**src/design/lcar_pkg.sv**
```systemverilog
// lcar_pkg: shared types, widths, register indexes and reset values for the
// load cell reader with tare. No dependencies; used by every design file.
`default_nettype none

package lcar_pkg;

    // converter word and result widths
    localparam int DATA_BITS  = 24;
    localparam int RAW_W      = 24;
    localparam int WEIGHT_W   = 32;
    localparam int SUM_W      = 32;
    localparam int CNT_W      = 8;
    localparam int WAIT_W     = 24;
    localparam int BIT_W      = $clog2(DATA_BITS + 2);
    localparam int MUL_CNT_W  = $clog2(RAW_W);
    localparam int DIV_CNT_W  = $clog2(SUM_W);
    localparam int WEIGHT_LSB = 16;

    // stream widths
    localparam int S_TDATA_W = 8;
    localparam int S_TUSER_W = 2;
    localparam int M_TDATA_W = 112;
    localparam int M_TUSER_W = 4;
    localparam int M_PAD_W   = M_TDATA_W - (1 + 3 * RAW_W + WEIGHT_W);

    // configuration port
    localparam int CFG_IDX_W  = 2;
    localparam int CFG_DATA_W = 24;

    localparam logic [CFG_IDX_W-1:0] REG_TIMEOUT = 2'd0;
    localparam logic [CFG_IDX_W-1:0] REG_COUNT   = 2'd1;
    localparam logic [CFG_IDX_W-1:0] REG_GAP     = 2'd2;
    localparam logic [CFG_IDX_W-1:0] REG_SCALE   = 2'd3;

    localparam logic [WAIT_W-1:0] TIMEOUT_RST = 24'd100000;
    localparam logic [CNT_W-1:0]  COUNT_RST   = 8'd10;
    localparam logic [WAIT_W-1:0] GAP_RST     = 24'd10000;
    localparam logic [RAW_W-1:0]  SCALE_RST   = 24'd38955;

    // top bit flip that turns two's complement into offset binary
    localparam logic [RAW_W-1:0] SIGN_FLIP = RAW_W'(1) << (DATA_BITS - 1);

    // command codes
    localparam logic [S_TUSER_W-1:0] CMD_TICK  = 2'd0;
    localparam logic [S_TUSER_W-1:0] CMD_WEIGH = 2'd1;
    localparam logic [S_TUSER_W-1:0] CMD_TARE  = 2'd2;

    // tick-level phase of the converter protocol
    typedef enum logic [2:0] {
        PH_IDLE,
        PH_WAIT_W,
        PH_SHIFT_W,
        PH_WAIT_T,
        PH_SHIFT_T,
        PH_GAP
    } phase_t;

    // clock-level sequencer around one word
    typedef enum logic [1:0] {
        ENG_IN,
        ENG_MUL,
        ENG_DIV,
        ENG_OUT
    } eng_t;

    // completion and value from a serial arithmetic unit
    typedef struct packed {
        logic                done;
        logic [SUM_W-1:0]    value;
    } unit_res_t;

endpackage

`default_nettype wire

```
**src/design/load_cell_adc_reader_tare.sv**
```systemverilog
// load_cell_adc_reader_tare: top level of the load cell reader with tare,
// tick protocol sequencer and output register. Depends on lcar_pkg,
// lcar_mul and lcar_div.
//
//   channel  direction  word contents
//   s_       in         one timebase tick: command and sampled data line
//   m_       out        one status word per tick: clock level, flags, values
//   cfg_     in         register write, index and data
//
// A plain tick takes the word and then loads the output. A completed weight
// read first runs the bit-serial multiplier, and a completed tare with valid
// samples first runs the serial divider, before the output is loaded.
// Reset is synchronous and active low; the block comes out of reset ready.
// A stalled output word holds the block in its output state once the next
// word is ready; no further tick is taken until the stalled word has gone.
`default_nettype none

module load_cell_adc_reader_tare (
    input  wire logic                            aclk,
    input  wire logic                            aresetn,
    // s_tdata: data_line [0], zero padding [7:1]
    input  wire logic                            s_tvalid,
    output logic                                 s_tready,
    input  wire logic [lcar_pkg::S_TDATA_W-1:0]  s_tdata,
    // s_tuser: cmd [1:0]
    input  wire logic [lcar_pkg::S_TUSER_W-1:0]  s_tuser,
    // m_tdata: clock_line [0], raw_reading [24:1], net_count [48:25],
    // weight_fixed [80:49], zero_offset [104:81], zero padding [111:105]
    output logic                                 m_tvalid,
    input  wire logic                            m_tready,
    output logic [lcar_pkg::M_TDATA_W-1:0]       m_tdata,
    // m_tuser: busy_res [0], weight_done [1], tare_done [2], reading_valid [3]
    output logic [lcar_pkg::M_TUSER_W-1:0]       m_tuser,
    input  wire logic                            cfg_wr_en,
    input  wire logic [lcar_pkg::CFG_IDX_W-1:0]  cfg_index,
    input  wire logic [lcar_pkg::CFG_DATA_W-1:0] cfg_data
);

    // configuration
    logic [lcar_pkg::WAIT_W-1:0] timeout_reg;
    logic [lcar_pkg::CNT_W-1:0]  count_reg;
    logic [lcar_pkg::WAIT_W-1:0] gap_reg;
    logic [lcar_pkg::RAW_W-1:0]  scale_reg;

    // tick state
    lcar_pkg::phase_t            phase_reg, phase_next;
    logic [lcar_pkg::BIT_W-1:0]  bit_reg, bit_next, bit_inc;
    logic                        clk_reg, clk_next;
    logic [lcar_pkg::RAW_W-1:0]  shift_reg, shift_next;
    logic [lcar_pkg::WAIT_W-1:0] wait_reg, wait_next, wait_inc;
    logic [lcar_pkg::SUM_W-1:0]  sum_reg, sum_next;
    logic [lcar_pkg::CNT_W-1:0]  vcnt_reg, vcnt_next;
    logic [lcar_pkg::CNT_W-1:0]  idx_reg, idx_next;
    logic                        valid_reg, valid_next;
    logic [lcar_pkg::RAW_W-1:0]  raw_reg, raw_next;
    logic [lcar_pkg::RAW_W-1:0]  net_reg, net_next;
    logic [lcar_pkg::WEIGHT_W-1:0] weight_reg;
    logic [lcar_pkg::RAW_W-1:0]  offset_reg;
    logic                        wdone_reg, wdone_next;
    logic                        tdone_reg, tdone_next;

    // reading completion and tare bookkeeping
    logic                        rd_fire, rd_tare, proceed;
    logic [lcar_pkg::RAW_W-1:0]  rd_val;
    logic [lcar_pkg::CNT_W-1:0]  n_samples;
    logic                        mul_go, div_go;
    logic                        data_line;
    logic [lcar_pkg::S_TUSER_W-1:0] cmd;

    // sequencer and output register
    lcar_pkg::eng_t              eng_reg, eng_next;
    logic                        take, out_load;
    logic                        m_tvalid_reg, m_tvalid_next;
    logic [lcar_pkg::M_TDATA_W-1:0] m_tdata_reg;
    logic [lcar_pkg::M_TUSER_W-1:0] m_tuser_reg;
    lcar_pkg::unit_res_t         mul_res, div_res;

    assign data_line = s_tdata[0];
    assign cmd       = s_tuser;

    // configuration writes
    always_ff @(posedge aclk) begin
        if (!aresetn) begin
            timeout_reg <= lcar_pkg::TIMEOUT_RST;
            count_reg   <= lcar_pkg::COUNT_RST;
            gap_reg     <= lcar_pkg::GAP_RST;
            scale_reg   <= lcar_pkg::SCALE_RST;
        end else if (cfg_wr_en) begin
            case (cfg_index)
                lcar_pkg::REG_TIMEOUT: timeout_reg <= cfg_data;
                lcar_pkg::REG_COUNT:   count_reg   <= cfg_data[lcar_pkg::CNT_W-1:0];
                lcar_pkg::REG_GAP:     gap_reg     <= cfg_data;
                lcar_pkg::REG_SCALE:   scale_reg   <= cfg_data;
                default: ;
            endcase
        end
    end

    // tick update: converter protocol, reading completion, tare progress
    always_comb begin
        phase_next = phase_reg;
        bit_next   = bit_reg;
        clk_next   = clk_reg;
        shift_next = shift_reg;
        wait_next  = wait_reg;
        sum_next   = sum_reg;
        vcnt_next  = vcnt_reg;
        idx_next   = idx_reg;
        valid_next = valid_reg;
        raw_next   = raw_reg;
        net_next   = net_reg;
        wdone_next = 1'b0;
        tdone_next = 1'b0;
        rd_fire    = 1'b0;
        rd_tare    = 1'b0;
        rd_val     = '0;
        proceed    = 1'b0;
        mul_go     = 1'b0;
        div_go     = 1'b0;
        wait_inc   = wait_reg + 1'b1;
        bit_inc    = bit_reg + 1'b1;
        n_samples  = (count_reg == '0) ? lcar_pkg::CNT_W'(1) : count_reg;

        case (phase_reg)
            lcar_pkg::PH_IDLE: begin
                if (cmd == lcar_pkg::CMD_WEIGH) begin
                    phase_next = lcar_pkg::PH_WAIT_W;
                    wait_next  = '0;
                end else if (cmd == lcar_pkg::CMD_TARE) begin
                    sum_next   = '0;
                    vcnt_next  = '0;
                    idx_next   = '0;
                    phase_next = lcar_pkg::PH_WAIT_T;
                    wait_next  = '0;
                end
            end
            lcar_pkg::PH_WAIT_W, lcar_pkg::PH_WAIT_T: begin
                rd_tare = (phase_reg == lcar_pkg::PH_WAIT_T);
                if (!data_line) begin
                    phase_next = rd_tare ? lcar_pkg::PH_SHIFT_T : lcar_pkg::PH_SHIFT_W;
                    bit_next   = '0;
                    clk_next   = 1'b0;
                    shift_next = '0;
                end else begin
                    wait_next = wait_inc;
                    if (wait_inc >= timeout_reg) begin
                        rd_fire = 1'b1;
                    end
                end
            end
            lcar_pkg::PH_SHIFT_W, lcar_pkg::PH_SHIFT_T: begin
                rd_tare = (phase_reg == lcar_pkg::PH_SHIFT_T);
                if (!clk_reg) begin
                    clk_next = 1'b1;
                end else begin
                    clk_next = 1'b0;
                    if (bit_reg < lcar_pkg::BIT_W'(lcar_pkg::DATA_BITS)) begin
                        shift_next = {shift_reg[lcar_pkg::RAW_W-2:0], data_line};
                    end
                    bit_next = bit_inc;
                    if (bit_inc >= lcar_pkg::BIT_W'(lcar_pkg::DATA_BITS + 1)) begin
                        bit_next = '0;
                        rd_fire  = 1'b1;
                        rd_val   = shift_next ^ lcar_pkg::SIGN_FLIP;
                    end
                end
            end
            lcar_pkg::PH_GAP: begin
                wait_next = wait_inc;
                if (wait_inc >= gap_reg) begin
                    proceed = 1'b1;
                end
            end
            default: begin
                phase_next = lcar_pkg::PH_IDLE;
            end
        endcase

        // a reading has finished, either timed out (zero) or clocked in
        if (rd_fire) begin
            raw_next   = rd_val;
            valid_next = |rd_val;
            if (!rd_tare) begin
                net_next   = (rd_val > offset_reg) ? rd_val - offset_reg : '0;
                phase_next = lcar_pkg::PH_IDLE;
                wdone_next = 1'b1;
                mul_go     = 1'b1;
            end else begin
                if (|rd_val) begin
                    sum_next = sum_reg + lcar_pkg::SUM_W'(rd_val);
                    if (vcnt_reg != '1) begin
                        vcnt_next = vcnt_reg + 1'b1;
                    end
                end
                if (idx_reg != '1) begin
                    idx_next = idx_reg + 1'b1;
                end
                if (gap_reg == '0) begin
                    proceed = 1'b1;
                end else begin
                    phase_next = lcar_pkg::PH_GAP;
                    wait_next  = '0;
                end
            end
        end

        // next tare sample or the average
        if (proceed) begin
            if (idx_next >= n_samples) begin
                div_go     = (vcnt_next != '0);
                phase_next = lcar_pkg::PH_IDLE;
                tdone_next = 1'b1;
            end else begin
                phase_next = lcar_pkg::PH_WAIT_T;
                wait_next  = '0;
            end
        end
    end

    // sequencer: take a word, run a unit if needed, then load the output
    always_comb begin
        eng_next      = eng_reg;
        s_tready      = 1'b0;
        out_load      = 1'b0;
        take          = 1'b0;
        case (eng_reg)
            lcar_pkg::ENG_IN: begin
                s_tready = 1'b1;
                take     = s_tvalid;
                if (s_tvalid) begin
                    if (mul_go) begin
                        eng_next = lcar_pkg::ENG_MUL;
                    end else if (div_go) begin
                        eng_next = lcar_pkg::ENG_DIV;
                    end else begin
                        eng_next = lcar_pkg::ENG_OUT;
                    end
                end
            end
            lcar_pkg::ENG_MUL: begin
                if (mul_res.done) begin
                    eng_next = lcar_pkg::ENG_OUT;
                end
            end
            lcar_pkg::ENG_DIV: begin
                if (div_res.done) begin
                    eng_next = lcar_pkg::ENG_OUT;
                end
            end
            lcar_pkg::ENG_OUT: begin
                if (!m_tvalid_reg || m_tready) begin
                    out_load = 1'b1;
                    eng_next = lcar_pkg::ENG_IN;
                end
            end
            default: begin
                eng_next = lcar_pkg::ENG_IN;
            end
        endcase
        m_tvalid_next = out_load ? 1'b1 : (m_tready ? 1'b0 : m_tvalid_reg);
    end

    // control state
    always_ff @(posedge aclk) begin
        if (!aresetn) begin
            eng_reg      <= lcar_pkg::ENG_IN;
            m_tvalid_reg <= 1'b0;
            phase_reg    <= lcar_pkg::PH_IDLE;
            bit_reg      <= '0;
            clk_reg      <= 1'b0;
            shift_reg    <= '0;
            wait_reg     <= '0;
            sum_reg      <= '0;
            vcnt_reg     <= '0;
            idx_reg      <= '0;
            valid_reg    <= 1'b0;
            raw_reg      <= '0;
            net_reg      <= '0;
            weight_reg   <= '0;
            offset_reg   <= '0;
            wdone_reg    <= 1'b0;
            tdone_reg    <= 1'b0;
        end else begin
            eng_reg      <= eng_next;
            m_tvalid_reg <= m_tvalid_next;
            if (take) begin
                phase_reg <= phase_next;
                bit_reg   <= bit_next;
                clk_reg   <= clk_next;
                shift_reg <= shift_next;
                wait_reg  <= wait_next;
                sum_reg   <= sum_next;
                vcnt_reg  <= vcnt_next;
                idx_reg   <= idx_next;
                valid_reg <= valid_next;
                raw_reg   <= raw_next;
                net_reg   <= net_next;
                wdone_reg <= wdone_next;
                tdone_reg <= tdone_next;
            end
            if (mul_res.done) begin
                weight_reg <= mul_res.value;
            end
            if (div_res.done) begin
                offset_reg <= div_res.value[lcar_pkg::RAW_W-1:0];
            end
        end
    end

    // output word
    always_ff @(posedge aclk) begin
        if (out_load) begin
            m_tdata_reg <= {{lcar_pkg::M_PAD_W{1'b0}}, offset_reg, weight_reg,
                            net_reg, raw_reg, clk_reg};
            m_tuser_reg <= {valid_reg, tdone_reg, wdone_reg,
                            (phase_reg != lcar_pkg::PH_IDLE)};
        end
    end

    // serial arithmetic units
    lcar_mul u_mul (
        .aclk    (aclk),
        .aresetn (aresetn),
        .start   (take && mul_go),
        .mcand   (net_next),
        .mplier  (scale_reg),
        .res     (mul_res)
    );

    lcar_div u_div (
        .aclk     (aclk),
        .aresetn  (aresetn),
        .start    (take && div_go),
        .dividend (sum_next),
        .divisor  (vcnt_next),
        .res      (div_res)
    );

    assign m_tvalid = m_tvalid_reg;
    assign m_tdata  = m_tdata_reg;
    assign m_tuser  = m_tuser_reg;

endmodule

`default_nettype wire

```
**src/design/lcar_mul.sv**
```systemverilog
// lcar_mul: bit-serial shift-add multiplier, one multiplier bit per cycle,
// returns bits [47:16] of the 24 by 24 product. Depends on lcar_pkg.
`default_nettype none

module lcar_mul (
    input  wire logic                        aclk,
    input  wire logic                        aresetn,
    input  wire logic                        start,
    input  wire logic [lcar_pkg::RAW_W-1:0]  mcand,
    input  wire logic [lcar_pkg::RAW_W-1:0]  mplier,
    output lcar_pkg::unit_res_t              res
);

    logic [lcar_pkg::RAW_W-1:0]     acc_reg, acc_next;
    logic [lcar_pkg::RAW_W-1:0]     b_reg, b_next;
    logic [lcar_pkg::RAW_W-1:0]     a_reg;
    logic [lcar_pkg::MUL_CNT_W-1:0] cnt_reg, cnt_next;
    logic                           run_reg, run_next;
    logic                           done_reg, done_next;
    logic [lcar_pkg::RAW_W:0]       sum;

    // one add of the multiplicand per cycle, then shift the pair right
    always_comb begin
        sum       = {1'b0, acc_reg} + (b_reg[0] ? {1'b0, a_reg} : '0);
        acc_next  = acc_reg;
        b_next    = b_reg;
        cnt_next  = cnt_reg;
        run_next  = run_reg;
        done_next = 1'b0;
        if (start) begin
            acc_next = '0;
            b_next   = mplier;
            cnt_next = '0;
            run_next = 1'b1;
        end else if (run_reg) begin
            acc_next = sum[lcar_pkg::RAW_W:1];
            b_next   = {sum[0], b_reg[lcar_pkg::RAW_W-1:1]};
            cnt_next = cnt_reg + 1'b1;
            if (cnt_reg == lcar_pkg::MUL_CNT_W'(lcar_pkg::RAW_W - 1)) begin
                run_next  = 1'b0;
                done_next = 1'b1;
            end
        end
    end

    always_ff @(posedge aclk) begin
        if (!aresetn) begin
            run_reg  <= 1'b0;
            done_reg <= 1'b0;
        end else begin
            run_reg  <= run_next;
            done_reg <= done_next;
        end
        acc_reg <= acc_next;
        b_reg   <= b_next;
        cnt_reg <= cnt_next;
        if (start) begin
            a_reg <= mcand;
        end
    end

    assign res.done  = done_reg;
    assign res.value = {acc_reg, b_reg[lcar_pkg::RAW_W-1:lcar_pkg::WEIGHT_LSB]};

endmodule

`default_nettype wire

```
**src/design/lcar_div.sv**
```systemverilog
// lcar_div: restoring divider, one quotient bit per cycle, for the tare
// average of a 32-bit sum by an 8-bit count. Depends on lcar_pkg.
`default_nettype none

module lcar_div (
    input  wire logic                        aclk,
    input  wire logic                        aresetn,
    input  wire logic                        start,
    input  wire logic [lcar_pkg::SUM_W-1:0]  dividend,
    input  wire logic [lcar_pkg::CNT_W-1:0]  divisor,
    output lcar_pkg::unit_res_t              res
);

    logic [lcar_pkg::CNT_W-1:0]     rem_reg, rem_next;
    logic [lcar_pkg::SUM_W-1:0]     q_reg, q_next;
    logic [lcar_pkg::CNT_W-1:0]     d_reg;
    logic [lcar_pkg::DIV_CNT_W-1:0] cnt_reg, cnt_next;
    logic                           run_reg, run_next;
    logic                           done_reg, done_next;
    logic [lcar_pkg::CNT_W:0]       trial;
    logic [lcar_pkg::CNT_W+1:0]     diff;

    // bring down the next dividend bit and try a subtract
    always_comb begin
        trial     = {rem_reg, q_reg[lcar_pkg::SUM_W-1]};
        diff      = {1'b0, trial} - {2'b00, d_reg};
        rem_next  = rem_reg;
        q_next    = q_reg;
        cnt_next  = cnt_reg;
        run_next  = run_reg;
        done_next = 1'b0;
        if (start) begin
            rem_next = '0;
            q_next   = dividend;
            cnt_next = '0;
            run_next = 1'b1;
        end else if (run_reg) begin
            if (!diff[lcar_pkg::CNT_W+1]) begin
                rem_next = diff[lcar_pkg::CNT_W-1:0];
                q_next   = {q_reg[lcar_pkg::SUM_W-2:0], 1'b1};
            end else begin
                rem_next = trial[lcar_pkg::CNT_W-1:0];
                q_next   = {q_reg[lcar_pkg::SUM_W-2:0], 1'b0};
            end
            cnt_next = cnt_reg + 1'b1;
            if (cnt_reg == lcar_pkg::DIV_CNT_W'(lcar_pkg::SUM_W - 1)) begin
                run_next  = 1'b0;
                done_next = 1'b1;
            end
        end
    end

    always_ff @(posedge aclk) begin
        if (!aresetn) begin
            run_reg  <= 1'b0;
            done_reg <= 1'b0;
        end else begin
            run_reg  <= run_next;
            done_reg <= done_next;
        end
        rem_reg <= rem_next;
        q_reg   <= q_next;
        cnt_reg <= cnt_next;
        if (start) begin
            d_reg <= divisor;
        end
    end

    assign res.done  = done_reg;
    assign res.value = q_reg;

endmodule

`default_nettype wire

```
**config.mk**
```make
export PLATFORM = sky130hd
export DESIGN_NAME = load_cell_adc_reader_tare
export DESIGN_NICKNAME = d
export VERILOG_FILES = /design/src/design/lcar_pkg.sv /design/src/design/load_cell_adc_reader_tare.sv /design/src/design/lcar_mul.sv /design/src/design/lcar_div.sv
export SDC_FILE = /design/constraint.sdc
export NUM_CORES = 1
export LEC_CHECK = 0
export ABC_AREA = 1
export BUFFER_PORTS_ARGS = -buffer_cell sky130_fd_sc_hd__buf_4
export CAP_MARGIN = 20
export CORE_MARGIN = 4
export CORE_UTILIZATION = 50
export CTS_CLUSTER_DIAMETER = 150
export DETAILED_ROUTE_END_ITERATION = 8
export PLACE_DENSITY = 0.77
export SLEW_MARGIN = 10
export SYNTH_ARGS = -nofsm -noshare
export SYNTH_HDL_FRONTEND = slang
export SYNTH_SLANG_ARGS = --single-unit
```
**constraint.sdc**
```tcl
create_clock -name aclk -period 10.7 [get_ports aclk]
set_clock_uncertainty 0.15 [all_clocks]
set_input_delay 2.14 -clock aclk [delete_from_list [all_inputs] [get_ports aclk]]
set_output_delay 2.14 -clock aclk [all_outputs]
set_load 0.01 [all_outputs]
```
==> summary.md <==
| Metric | Value |
|---|---|
| Sum Neg Setup Slack | 0 ps |
| CTS Buffer Depth | 3 |
| Clk root buf | clkbuf_16 |
| CP endpoint kind | flop |
| Critical path launch point type | flop |
| Fmax | 125 MHz |
| Iter 0 DRT Violations | just under 2,000 |
| Max reg flops | 105 |
| Commonest non-fill, non-tap cells in the layout | nand2_1 (553), inv_1 (472), o21ai_0 (369), dfxtp_1 (341), a21oi_1 (337) |
| Clk_lat worst skew | 610 ps |
| Commonest register cell after synthesis | dfxtp_1 |
| DP Area | 28,600 µm² |
| CP most frequent cell | nand2_1 |
| Core Box Area | approximately 54,000 µm² |
| Clk sinks | 538 |
| First-pass GRT wire length | roughly 110 mm |
| Chip width | roughly 240 µm |
| Routed WL | 67.7 mm |
| Clock-pin slew on the worst setup and hold paths | 60 ps |
| Hold Fails Final Rpt | 0 |
| Total die area | 58,000 µm² |
| Final setup viols | 0 |
| Status | finished, final reports clean |
| Most common cell after layout, fill and taps aside | nand2_1 |
| Worst path max stage delay | 640 ps |
| Placed insts | ~4,000 |
| Crit path DAT | 8150 ps |
| Critical path class | flop to flop |
| P&R area growth vs syn | 12.4% |
| Post-CTS sizing | 0 |
| Netlist cell types | 55 |
| Peak fanout along the critical path | 36 |
| RSZ-0062 raised after global routing | no |
| Congestion Overflow GR | 0 |
| Cts hold-fix bufs | 0 |
| Die extent in y | 241 µm |
| Power per standard cell area | 163 nW/µm² |
| Largest net degree at the start of global routing | between 100 and 150 |
| Lkg Pwr | 13.3 nW |
| Worst slew pin tran | 1150 ps |
| Utilization after layout | 56.7% |
| Crit path required time | 10,820 ps |
| # DRC | 0 |
| Starting density of the core | 50.4% |
| Cell count after synthesis | 3,354 |
| Period Utilization, post-route | between 70 and 80% |
| Critical path's slowest cell | nand2_1 |
| Post-synth top area cell | dfxtp_1 |
| Worst slew margin | around 23% |
| Tmin final | 8030 ps |
| Number of synthesized flops with an enable pin | 197 |
| CTS tree | yes |
| Post-synthesis cell area | 27,100 µm² |
| Post-Layout Cell Count | 4,175 |
| Post-CTS Setup Inserts | 0 |
| DR vias | 22,700 |
| Worst Slack Setup Final | 2670 ps |
| Async S/R FF share, synth | 0% |
| Row count | 85 |
| Placer Congestion | about 0.93 |
| Post-DP HPWL | between 40 and 50 mm |
| Worst hold path class | flop to flop |
| Ports | about 160 |
| Antenna Violating Nets Remaining | 0 |
| Initial antenna violation count | 4 |
| Fin. max-slew vios | 0 |
| Num CTS Buffers | 53 |
| NumNets Final | 3,623 |
| Syn Area/Cell | 8.07 µm² |
| Syn. warnings | 0 |
| Pre-antenna DRT Iters | 6 |
| Pre-CTS WS | 2760 ps |
| Top cell type's share of synthesized area | ~25% |
| Post-DR vias/cell | 5.43 |
| Port-buffer cells | 144 |
| Seq/Total Area, Yosys | between 40% and 50% |
| Largest cells by area after synthesis | dfxtp_1 (25%), edfxtp_1 (22%), nand2_1 (7.7%) |
| Layout cell share with drive strength beyond 1 | 8.35% |
| Number of max-cap violations | 0 |
| H-tree Lvls | 2 |
| WL/cell | 16.2 µm |
| Global Route Usage Sum | a little under a quarter |
| Finished Cell Area | around 30,000 µm² |
| Synthesized flop and latch total | 538 |
| Max VDD drop | between 0.0001 and 0.00015 V |
| Number of global-route vias before repair | 20,700 |
[cell usage after synthesis, types with 2 or more instances]
cell / n
o211ai_1: 43
ha_1: 148
buf_2: 6
nand3b_1: 4
a31oi_1: 6
a21oi_2: 10
fa_1: 4
and3_1: 3
o21bai_1: 15
a21o_1: 9
o311ai_0: 2
nor4_1: 15
o21ai_0: 369
inv_1: 473
o21ai_1: 19
nor2_2: 6
o31ai_1: 2
a211oi_1: 3
o22ai_1: 63
nand3_4: 2
a21boi_0: 3
dfxtp_1: 341
xor2_1: 53
edfxtp_1: 197
buf_1: 3
o221ai_1: 4
buf_6: 5
nand3_1: 109
inv_2: 7
o32ai_1: 2
nand4_1: 33
or2_2: 6
clkinv_1: 6
nand2_2: 3
buf_4: 13
clkbuf_1: 122
nor3_1: 32
nand2_1: 554
a221oi_1: 2
xnor2_1: 24
a21oi_1: 338
o21a_1: 7
nor2_1: 276
[power breakdown]
part | total (W) | switching [W] | internal [W]
logic | 0.000635 | 0.000422 | 0.000213
registers | 0.00235 | 0.0000720 | 0.00228
clock network | 0.00197 | 0.000814 | 0.00116
total | 0.00495 | 0.00131 | 0.00364
[critical path, delay by kind of cell (launching register included)]
kind	cells	cell delay, ps
compound gates	4	1050
xor+xnor	1	230
fa+ha+maj	3	790
buf+inv	7	1100
flops	1	420
simple gates	21	3920
[logic make-up (layout without fill, tap and decap cells)]
group | after synthesis | after routing | share of synthesized area, %
muxes | 1 | 1 | 0.0370
DFF | 538 | 538 | 47.1
adders and majority gates | 152 | 152 | 7.13
xor gates and xnor gates | 77 | 77 | 2.49
AOI/OAI and AO/OA | 904 | 904 | 18.2
buffers and inverters | 635 | 749 | 9.15
other | 1 | 12 | 0.0138
and+or+nand+nor | 1046 | 1046 | 16.0
[metal layers]
layer,vias to the layer above,routed length (µm),GRT usage [%]
met5,-,0,0
met4,0,2280,8.09
met3,126,4940,3.52
met2,754,30600,36.1
met1,10400,29800,31.2
li1,11400,-,-
[worst paths after layout]
path / start / to / slack, ps / cells after the start
setup reg to reg: wait_reg[0]$_SDFFE_PN0P_ / u_div.q_reg[14]$_DFFE_PP_ / 2670 / 36
hold / removal: raw_reg[14]$_SDFFE_PN0P_ / m_tdata[15]$_DFFE_PP_ / 270 / 0
setup / recovery: wait_reg[0]$_SDFFE_PN0P_ / u_div.q_reg[14]$_DFFE_PP_ / 2670 / 36
hold reg to reg: raw_reg[14]$_SDFFE_PN0P_ / m_tdata[15]$_DFFE_PP_ / 270 / 0
[per-stage QoR]
step                total power (W)  hold WS, ps
global route                0.00515          282
floorplan                   0.00279          253
finish                      0.00495          270
global placement            0.00300          258
detailed placement          0.00302          259
CTS                         0.00497          269
[cell type report]
class / instances / area, µm²
fill: 4627 / 23300
sequential: 538 / 12700
multi-input combinational: 2187 / 11900
inverter: 486 / 1820
clock buffer: 74 / 1540
timing repair buffer: 164 / 1230
tap: 696 / 871
clock inverter: 25 / 313
antenna: 5 / 12.5
(Power assumes the default switching activity.)
